--- config.mk ---
export PLATFORM = sky130hd
export DESIGN_NAME = ir_range_sensor_filter_top
export DESIGN_NICKNAME = d
export VERILOG_FILES = /design/src/rtl/irsf_pkg.sv /design/src/rtl/ir_range_sensor_filter_top.sv
export SDC_FILE = /design/constraint.sdc
export NUM_CORES = 1
export LEC_CHECK = 0
export BUFFER_PORTS_ARGS = -buffer_cell sky130_fd_sc_hd__buf_2
export CAP_MARGIN = 20
export CORE_ASPECT_RATIO = 2
export CORE_UTILIZATION = 55
export DETAILED_ROUTE_END_ITERATION = 6
export MAX_ROUTING_LAYER = met4
export PLACE_DENSITY_LB_ADDON = 0.08
export SETUP_SLACK_MARGIN = 0.5
export SLEW_MARGIN = 40
export SYNTH_ARGS = -nofsm -noshare
export SYNTH_HDL_FRONTEND = slang
export SYNTH_SLANG_ARGS = --single-unit
--- constraint.sdc ---
create_clock -name clock -period 3.65 [get_ports clock]
set_input_delay 0.365 -clock clock [delete_from_list [all_inputs] [get_ports clock]]
set_output_delay 0.365 -clock clock [all_outputs]
set_load 0.01 [all_outputs]
--- src/rtl/irsf_pkg.sv ---
// irsf_pkg: shared types, register indexes and constants for the ir range sensor filter
// used by ir_range_sensor_filter_top; depends on nothing else
`default_nettype none

package irsf_pkg;

   // sample ring
   localparam int RING_DEPTH = 8;   // power of two, 1 .. 64
   localparam int RING_AW    = (RING_DEPTH > 1) ? $clog2(RING_DEPTH) : 1;
   localparam int MEAN_SHIFT = $clog2(RING_DEPTH);

   // field widths
   localparam int SAMPLE_W = 10;
   localparam int DIST_W   = 11;
   localparam int TOTAL_W  = SAMPLE_W + MEAN_SHIFT;
   localparam int CUTOFF_W = 11;
   localparam int TYPE_W   = 2;
   localparam int CSR_W    = 11;
   localparam int REQ_W    = 16;
   localparam int RSP_W    = 40;

   // register indexes
   localparam logic CSR_SENSOR_TYPE = 1'b0;
   localparam logic CSR_CUTOFF_MM   = 1'b1;

   // sensor types
   localparam logic [TYPE_W-1:0] TYPE_PROXIMITY = 2'd0;
   localparam logic [TYPE_W-1:0] TYPE_MEDIUM    = 2'd1;
   localparam logic [TYPE_W-1:0] TYPE_LONG      = 2'd2;
   localparam logic [TYPE_W-1:0] TYPE_ANALOG    = 2'd3;

   // linearization constants
   localparam int DIVIDEND_W = 20;
   localparam int DIVISOR_W  = 13;
   localparam int DIV_STEPS  = DIST_W;
   localparam int DIV_CNT_W  = 4;
   localparam logic [DIVIDEND_W-1:0] MED_NUMER  = 20'd48000;
   localparam logic [DIVIDEND_W-1:0] LONG_NUMER = 20'd946200;
   localparam logic [DIVISOR_W-1:0]  MED_OFFSET = 13'd20;
   localparam logic [13:0]           LONG_OFFSET = 14'd169;
   localparam logic [SAMPLE_W-1:0]   BAND_LOW   = 10'd80;
   localparam logic [SAMPLE_W-1:0]   MED_HIGH   = 10'd600;
   localparam logic [SAMPLE_W-1:0]   LONG_HIGH  = 10'd490;

   typedef enum logic [2:0] {
      ST_IDLE,
      ST_READ,
      ST_PREP,
      ST_DIV,
      ST_DONE
   } irsf_state_type;

endpackage

`default_nettype wire

--- src/rtl/ir_range_sensor_filter_top.sv ---
// ir_range_sensor_filter_top: sample ring, running mean and reciprocal distance law
// depends on irsf_pkg
`default_nettype none

// usage
//   req channel: one request carries a 10-bit converter sample and the pin level
//   rsp channel: one result per request, in request order
//   csr port: sensor_type (index 0) and cutoff_mm (index 1), written while idle
// sequence
//   proximity type: straight to the finish state, where the result is registered
//   analog types: ring read, update, band check, then an 11-step restoring
//   divider, and the result is registered in the finish state; the divider is
//   skipped when the mean lies outside the band or the type is plain analog
// flow
//   one request at a time; the restoring divider loop yields one quotient bit per cycle
// reset
//   synchronous, active high; ring entries read as zero through per-entry
//   valid bits cleared at once, no sweep; sensor_type returns to medium range
// stall
//   the result register holds while rsp_tready is low; a new request is still
//   taken and worked on, and waits in the finish state for the register to free
module ir_range_sensor_filter_top (
   input  wire                         clock,
   input  wire                         reset,
   // request channel
   input  wire                         req_tvalid,
   output logic                        req_tready,
   input  wire  [irsf_pkg::REQ_W-1:0]  req_tdata,   // adc_sample[9:0], pin_level[10], zero
   // result channel
   output logic                        rsp_tvalid,
   input  wire                         rsp_tready,
   output logic [irsf_pkg::RSP_W-1:0]  rsp_tdata,   // found_object[0], distance_mm[11:1],
                                                    // raw_value[21:12],
                                                    // processed_value[31:22],
                                                    // within_cutoff[32], zero
   // configuration port
   input  wire                         csr_we,
   input  wire                         csr_index,
   input  wire  [irsf_pkg::CSR_W-1:0]  csr_wdata
);
   import irsf_pkg::*;

   // configuration
   logic [TYPE_W-1:0]   sensor_type_ff;
   logic [CUTOFF_W-1:0] cutoff_ff;

   // sequencer
   irsf_state_type state_ff, state_in;

   // ring memory with one valid bit per entry
   logic [SAMPLE_W-1:0]   ring_mem [RING_DEPTH];
   logic [SAMPLE_W-1:0]   rd_data_ff;
   logic [RING_DEPTH-1:0] ring_valid_ff;
   logic [RING_AW-1:0]    slot_ff;
   logic [TOTAL_W-1:0]    total_ff;

   // request and working registers
   logic [SAMPLE_W-1:0]   sample_ff;
   logic                  prox_ff;
   logic                  found_ff;
   logic [SAMPLE_W-1:0]   mean_ff;
   logic [DIVISOR_W-1:0]  divisor_ff;
   logic [DIVISOR_W-1:0]  rem_ff;
   logic [DIST_W-1:0]     quo_ff;
   logic [DIV_CNT_W-1:0]  div_cnt_ff;

   // result register
   logic                  rsp_valid_ff;
   logic [RSP_W-1:0]      rsp_data_ff;

   // control outputs of the sequencer
   logic req_take;
   logic mem_rd;
   logic mem_wr;
   logic rsp_load;

   // request fields
   logic [SAMPLE_W-1:0] req_sample;
   logic                req_pin;
   assign req_sample = req_tdata[SAMPLE_W-1:0];
   assign req_pin    = req_tdata[SAMPLE_W];

   // configuration writes
   always_ff @(posedge clock) begin
      if (reset) begin
         sensor_type_ff <= TYPE_MEDIUM;
         cutoff_ff      <= '0;
      end else if (csr_we) begin
         case (csr_index)
            CSR_SENSOR_TYPE: sensor_type_ff <= csr_wdata[TYPE_W-1:0];
            CSR_CUTOFF_MM:   cutoff_ff      <= csr_wdata[CUTOFF_W-1:0];
            default:         cutoff_ff      <= cutoff_ff;
         endcase
      end
   end

   // ring update: the old entry leaves the total, the new sample enters it
   logic [SAMPLE_W-1:0] old_sample;
   logic [TOTAL_W-1:0]  total_in;
   logic [SAMPLE_W-1:0] mean_in;
   logic [RING_AW-1:0]  slot_in;
   assign old_sample = ring_valid_ff[slot_ff] ? rd_data_ff : '0;
   assign total_in   = total_ff - TOTAL_W'(old_sample) + TOTAL_W'(sample_ff);
   assign mean_in    = total_in[MEAN_SHIFT +: SAMPLE_W];
   assign slot_in    = (slot_ff == RING_AW'(RING_DEPTH - 1)) ? '0 : slot_ff + 1'b1;

   // band check and divider operands from the mean
   logic                  med_ok;
   logic                  long_ok;
   logic                  band_ok;
   logic [13:0]           long_scaled;
   logic [DIVISOR_W-1:0]  divisor_in;
   logic [DIVIDEND_W-1:0] dividend_in;
   always_comb begin
      med_ok      = (mean_ff >= BAND_LOW) && (mean_ff <= MED_HIGH);
      long_ok     = (mean_ff >= BAND_LOW) && (mean_ff <= LONG_HIGH);
      long_scaled = {1'b0, mean_ff, 3'b000} + {3'b000, mean_ff, 1'b0} - LONG_OFFSET;
      case (sensor_type_ff)
         TYPE_MEDIUM: begin
            band_ok     = med_ok;
            divisor_in  = DIVISOR_W'(mean_ff) - MED_OFFSET;
            dividend_in = MED_NUMER;
         end
         TYPE_LONG: begin
            band_ok     = long_ok;
            divisor_in  = long_scaled[DIVISOR_W-1:0];
            dividend_in = LONG_NUMER;
         end
         default: begin
            band_ok     = 1'b0;
            divisor_in  = MED_OFFSET;
            dividend_in = MED_NUMER;
         end
      endcase
   end

   // one restoring step; the quotient register also holds the low dividend bits
   logic [DIVISOR_W:0]   div_shift;
   logic [DIVISOR_W:0]   div_diff;
   logic                 div_bit;
   assign div_shift = {rem_ff, quo_ff[DIST_W-1]};
   assign div_diff  = div_shift - {1'b0, divisor_ff};
   assign div_bit   = ~div_diff[DIVISOR_W];

   // next state
   always_comb begin
      state_in = state_ff;
      case (state_ff)
         ST_IDLE: begin
            if (req_tvalid) begin
               state_in = (sensor_type_ff == TYPE_PROXIMITY) ? ST_DONE : ST_READ;
            end
         end
         ST_READ: state_in = ST_PREP;
         ST_PREP: state_in = band_ok ? ST_DIV : ST_DONE;
         ST_DIV: begin
            if (div_cnt_ff == DIV_CNT_W'(DIV_STEPS - 1)) begin
               state_in = ST_DONE;
            end
         end
         ST_DONE: begin
            if (!rsp_valid_ff || rsp_tready) begin
               state_in = ST_IDLE;
            end
         end
         default: state_in = ST_IDLE;
      endcase
   end

   // sequencer outputs
   always_comb begin
      req_tready = 1'b0;
      mem_rd     = 1'b0;
      mem_wr     = 1'b0;
      rsp_load   = 1'b0;
      case (state_ff)
         ST_IDLE: begin
            req_tready = 1'b1;
            mem_rd     = req_tvalid && (sensor_type_ff != TYPE_PROXIMITY);
         end
         ST_READ: mem_wr = 1'b1;
         ST_DONE: rsp_load = !rsp_valid_ff || rsp_tready;
         default: begin
            req_tready = 1'b0;
         end
      endcase
   end
   assign req_take = req_tvalid && req_tready;

   always_ff @(posedge clock) begin
      if (reset) begin
         state_ff <= ST_IDLE;
      end else begin
         state_ff <= state_in;
      end
   end

   // ring memory, registered read
   always_ff @(posedge clock) begin
      if (mem_wr) begin
         ring_mem[slot_ff] <= sample_ff;
      end
      if (mem_rd) begin
         rd_data_ff <= ring_mem[slot_ff];
      end
   end

   // ring bookkeeping
   always_ff @(posedge clock) begin
      if (reset) begin
         ring_valid_ff <= '0;
         slot_ff       <= '0;
         total_ff      <= '0;
      end else if (mem_wr) begin
         ring_valid_ff[slot_ff] <= 1'b1;
         slot_ff                <= slot_in;
         total_ff               <= total_in;
      end
   end

   // working registers
   always_ff @(posedge clock) begin
      if (req_take) begin
         sample_ff <= req_sample;
         prox_ff   <= (sensor_type_ff == TYPE_PROXIMITY);
         found_ff  <= (sensor_type_ff == TYPE_PROXIMITY) && !req_pin;
         mean_ff   <= '0;
         quo_ff    <= '0;
      end
      case (state_ff)
         ST_READ: mean_ff <= mean_in;
         ST_PREP: begin
            found_ff   <= band_ok;
            divisor_ff <= divisor_in;
            div_cnt_ff <= '0;
            if (band_ok) begin
               rem_ff <= DIVISOR_W'(dividend_in[DIVIDEND_W-1:DIST_W]);
               quo_ff <= dividend_in[DIST_W-1:0];
            end
         end
         ST_DIV: begin
            rem_ff     <= div_bit ? div_diff[DIVISOR_W-1:0] : div_shift[DIVISOR_W-1:0];
            quo_ff     <= {quo_ff[DIST_W-2:0], div_bit};
            div_cnt_ff <= div_cnt_ff + 1'b1;
         end
         default: begin
            div_cnt_ff <= div_cnt_ff;
         end
      endcase
   end

   // result register
   logic              near;
   logic [RSP_W-1:0]  rsp_pack;
   assign near     = found_ff && (quo_ff <= cutoff_ff);
   assign rsp_pack = {7'd0,
                      near,
                      prox_ff ? {SAMPLE_W{1'b0}} : mean_ff,
                      prox_ff ? {SAMPLE_W{1'b0}} : sample_ff,
                      quo_ff,
                      found_ff};

   always_ff @(posedge clock) begin
      if (reset) begin
         rsp_valid_ff <= 1'b0;
      end else if (rsp_load) begin
         rsp_valid_ff <= 1'b1;
      end else if (rsp_tready) begin
         rsp_valid_ff <= 1'b0;
      end
   end

   always_ff @(posedge clock) begin
      if (rsp_load) begin
         rsp_data_ff <= rsp_pack;
      end
   end

   assign rsp_tvalid = rsp_valid_ff;
   assign rsp_tdata  = rsp_data_ff;

   // a found object in either band always maps to a nonzero distance
   a_found_has_distance: assert property (@(posedge clock) disable iff (reset)
      rsp_load && rsp_pack[0] && !prox_ff |-> rsp_pack[DIST_W:1] != '0)
      else $error("found object with zero distance");

   // the cutoff flag never stands without a found object
   a_near_needs_found: assert property (@(posedge clock) disable iff (reset)
      rsp_valid_ff && rsp_data_ff[32] |-> rsp_data_ff[0])
      else $error("within cutoff without found object");

   // the divider never runs past its step count
   a_div_bounded: assert property (@(posedge clock) disable iff (reset)
      state_ff == ST_DIV |-> div_cnt_ff < DIV_CNT_W'(DIV_STEPS))
      else $error("divider step count overrun");

   // the ring is written only in the cycle after its read
   a_write_after_read: assert property (@(posedge clock) disable iff (reset)
      mem_wr |-> $past(mem_rd))
      else $error("ring write without preceding read");

endmodule

`default_nettype wire
==> flow_summary.ini <==
[outcome]
status = finished clean

[worst_setup_path]
crit-reg2reg-launch = slot_ff[0]$_SDFFE_PP0P_
reg2reg_setup_slack_ns = 0.02
critical_path.reg2reg.endpoint = total_ff[5]$_SDFFE_PP0P_
worstPathArrival_ns = 4.04
data_required_time_at_the_worst_endpoint_ns = 4.05
reg2regPathDepth = 16
worstSetupEndpointType = flop
start_kind = flop
crit_startpoint = slot_ff[0]$_SDFFE_PP0P_
path_class = reg -> reg
crit_path_max_fanout = 5

[global_route]
number_of_antenna_violations_at_the_first_check_in_global_routing = 0
globalRoute.totalOverflow = 0
first_global_vias = 7733
grt_max_degree = 44
grt_pass1_wl_mm = 39.2
grtUsageTotal_pct = 24.7

[cells_and_area]
fillers = 1667
fraction_of_final_layout_cells_sized_beyond_drive_strength_1_pct = 19.6
final_nets = 1217
antenna-diode-count = 0
area_delta_synth_final_pct = 15.9

[clock_network]
cts-hold-fix-buffers = 0
number_of_buffers_added_by_the_clock_tree_synthesis_step = 19
htree_levels = 1
cts-root-buf = sky130_fd_sc_hd__clkbuf_16
cts_num_sinks = 227
tritoncts = built
clock_insertion_delay_at_the_later_pin_of_the_skew_report_ns = 0.51
cts-root-to-sink-buffers = 3
clk_transition_reported_paths_ns = 0.07

[min_path]
hold-path-endpoint = sample_ff[6]$_DFFE_PP_
hold_start = req_tdata[6]
hp-class = in -> reg
hold-path-cell-count = 1

[power_and_ir_drop]
powerDensity_nw_per_um2 = 856
power.clock.fraction_pct = 18.7
leakagePower_nw = 5.19
power.sequential.fraction_pct = 32.4
ir_drop_mv = 0.608
switching_share_pct = 37.4
power.switching_mw = 4.23
report.power.total_mw = 11.3
internal_power_mw = 7.08
combinationalPowerShare_pct = 49.0

[synthesis]
synth_most_common_cell = sky130_fd_sc_hd__edfxtp_1
synth_area_leader_cell = sky130_fd_sc_hd__edfxtp_1
syn_avg_cell_area_um2 = 11.4
synthTopCellsByCount = sky130_fd_sc_hd__edfxtp_1, sky130_fd_sc_hd__inv_1, sky130_fd_sc_hd__nor2_1
synth-async-reset-ratio_pct = 0
synthTopCellsByArea = sky130_fd_sc_hd__edfxtp_1, sky130_fd_sc_hd__dfxtp_1, sky130_fd_sc_hd__ha_1
synth_top_cell_area_share_pct = 46.2
synth-edff-count = 175
ys_seq_area_share_pct = 55.3
synthFlopType = sky130_fd_sc_hd__edfxtp_1
syn_area_um2 = 11400
count_of_mapped_cells_out_of_synthesis = 1001
synth_cell_types = 68
yosys_warnings = 0
synth_seq_cells = 227

[route]
vias = 7676
finalWirelength_mm = 25.0
vias_per_cell = 5.56
remaining_drc_errors = 0
ant_nets = 0
firstDrtPassIters = 4
average_wire_per_cell_in_the_routed_design_um = 18.1
drt_iter0_markers = 390

[run]
max_capacitance_violation_total = 0

[timing]
timing.final.ws_setup_ns = 0.0175
crit_path_time_final_ns = 3.63
finalHoldViolCount = 0
clock-skew-final_ns = 0.0148
slew_headroom_pct = 52.4
tightest_slew_ns = 0.714
setup_violations = 0
max_freq_ghz = 0.275
slew_viol_final = 0
fin_setup_tns_ns = 0
post-route-period-util_pct = 99.5
setup_repair_after_global_routing_missed_its_margin = yes

[floorplan]
number_of_rows_created_at_floorplan = 74
fp.dieH_um = 205
start_util_pct = 55.9
die_w_um = 104
die_area_um2 = 21300
core-area_um2 = 20400
top_level_ports = 75

[placed_design]
numPortBuffers = 62
detailedPlacementHpwl_mm = 18.6
routabilityCongestion = 0.904
place_ws_ns = -0.0189
==> cells in the final DEF (no fill, tap or decap), types with 5 or more instances in the layout <==
cell type / instances
sky130_fd_sc_hd__a31oi_1: 8
sky130_fd_sc_hd__xnor2_1: 18
sky130_fd_sc_hd__fa_1: 10
sky130_fd_sc_hd__buf_4: 50
sky130_fd_sc_hd__a21oi_1: 48
sky130_fd_sc_hd__mux2i_1: 16
sky130_fd_sc_hd__o221ai_1: 5
sky130_fd_sc_hd__nand2_1: 88
sky130_fd_sc_hd__a211oi_1: 5
sky130_fd_sc_hd__dfxtp_1: 51
sky130_fd_sc_hd__mux4_2: 12
sky130_fd_sc_hd__clkbuf_16: 20
sky130_fd_sc_hd__nand4_1: 5
sky130_fd_sc_hd__o21ai_0: 33
sky130_fd_sc_hd__nor2_1: 87
sky130_fd_sc_hd__a221o_1: 7
sky130_fd_sc_hd__inv_1: 105
sky130_fd_sc_hd__o21a_1: 11
sky130_fd_sc_hd__a21oi_2: 8
sky130_fd_sc_hd__a22o_1: 6
sky130_fd_sc_hd__nor3_1: 18
sky130_fd_sc_hd__conb_1: 7
sky130_fd_sc_hd__ha_1: 63
sky130_fd_sc_hd__nand2b_1: 12
sky130_fd_sc_hd__buf_2: 61
sky130_fd_sc_hd__ha_4: 5
sky130_fd_sc_hd__a22oi_1: 5
sky130_fd_sc_hd__nand3_1: 9
sky130_fd_sc_hd__a21o_1: 9
sky130_fd_sc_hd__and2_1: 5
sky130_fd_sc_hd__nor2b_1: 18
sky130_fd_sc_hd__edfxtp_1: 175
sky130_fd_sc_hd__xor2_1: 14
==> repair_timing <==
item | 4_1_cts | 5_1_grt
setup buffers | 4 | 3
endpoints found under the setup margin | 20 | 20
pin swaps | 9 | 16
cloned | 0 | 0
gates resized for setup | 25 | 18
==> worst max-delay path, cell delays in order (launching register included) <==
cell,delay (ns)
sky130_fd_sc_hd__dfxtp_4,0.37
sky130_fd_sc_hd__mux4_2,0.52
sky130_fd_sc_hd__mux2i_4,0.22
sky130_fd_sc_hd__buf_12,0.15
sky130_fd_sc_hd__nor2b_4,0.04
sky130_fd_sc_hd__fa_2,0.61
sky130_fd_sc_hd__inv_2,0.06
sky130_fd_sc_hd__ha_4,0.20
sky130_fd_sc_hd__a21o_1,0.15
sky130_fd_sc_hd__a21o_1,0.23
sky130_fd_sc_hd__buf_6,0.14
sky130_fd_sc_hd__buf_6,0.10
sky130_fd_sc_hd__a21o_1,0.16
sky130_fd_sc_hd__a21oi_2,0.12
sky130_fd_sc_hd__xor2_1,0.15
sky130_fd_sc_hd__nor2_1,0.07
sky130_fd_sc_hd__o21ba_2,0.22
==> flip-flops by register name, indices dropped and copies added, names as in the netlist, 11 cells and up <==
signal / count
rem_ff: 13
ring_mem: 80
divisor_ff: 13
total_ff: 13
quo_ff: 11
rsp_tdata: 33
cutoff_ff: 11
==> worst max path at each step <==
stage	endpoint	slack (ns)
2_1_floorplan	mean_ff[9]$_SDFFCE_PN0P_	0.20
3_3_place_gp	mean_ff[8]$_SDFFCE_PN0P_	0.03
3_5_place_dp	mean_ff[8]$_SDFFCE_PN0P_	-0.02
4_1_cts	total_ff[12]$_SDFFE_PP0P_	-0.001
5_1_grt	mean_ff[8]$_SDFFCE_PN0P_	-0.11
6_report	total_ff[5]$_SDFFE_PP0P_	0.02
==> power groups by stage <==
stage	sequential, mW	clock [mW]	combinational [mW]
finish	3.66	2.11	5.53
global route	3.71	2.24	6.07
CTS	3.66	2.16	5.29
detailed placement	3.72	0	4.98
global placement	3.71	0	4.85
floorplan	3.62	0	3.58
==> layer usage <==
metal,share of wire [%],vias to the layer above,track usage [%]
met5,0,-,-
met4,5.0,0,13.2
met3,2.5,70,2.50
met2,59,151,50.0
met1,34,3715,22.1
li1,-,3740,-
==> kinds of logic after synthesis <==
group | share of synthesized area (%)
simple gates | 11.3
buf+inv | 5.42
mux | 4.16
compound gates | 11.2
other cells | 0.0329
fa+ha+maj | 9.91
flops | 55.3
xor+xnor | 2.69
==> stage by stage <==
stage	hold slack, ns	util, %	cell area [um^2]	instances
after floorplan	0.420	-	11500	1007
after global placement	0.444	60.3	12300	1338
after detailed placement	0.449	60.4	12300	1339
after CTS	0.0139	64.3	13100	1377
after global routing	0.0185	64.8	13200	1380
final	0.0333	64.8	13200	1380
==> final cells by class <==
cell class	count	area (um^2)	share of cell area [%]
Timing Repair Buffer	117	761	5.76
Inverter	110	413	3.13
Sequential cell	227	6300	47.7
Clock buffer	23	532	4.03
Clock inverter	11	113	0.853
Tap cell	266	333	2.52
Multi-Input combinational cell	626	4750	36.0
No activity file was read; power rests on OpenSTA's default activity.
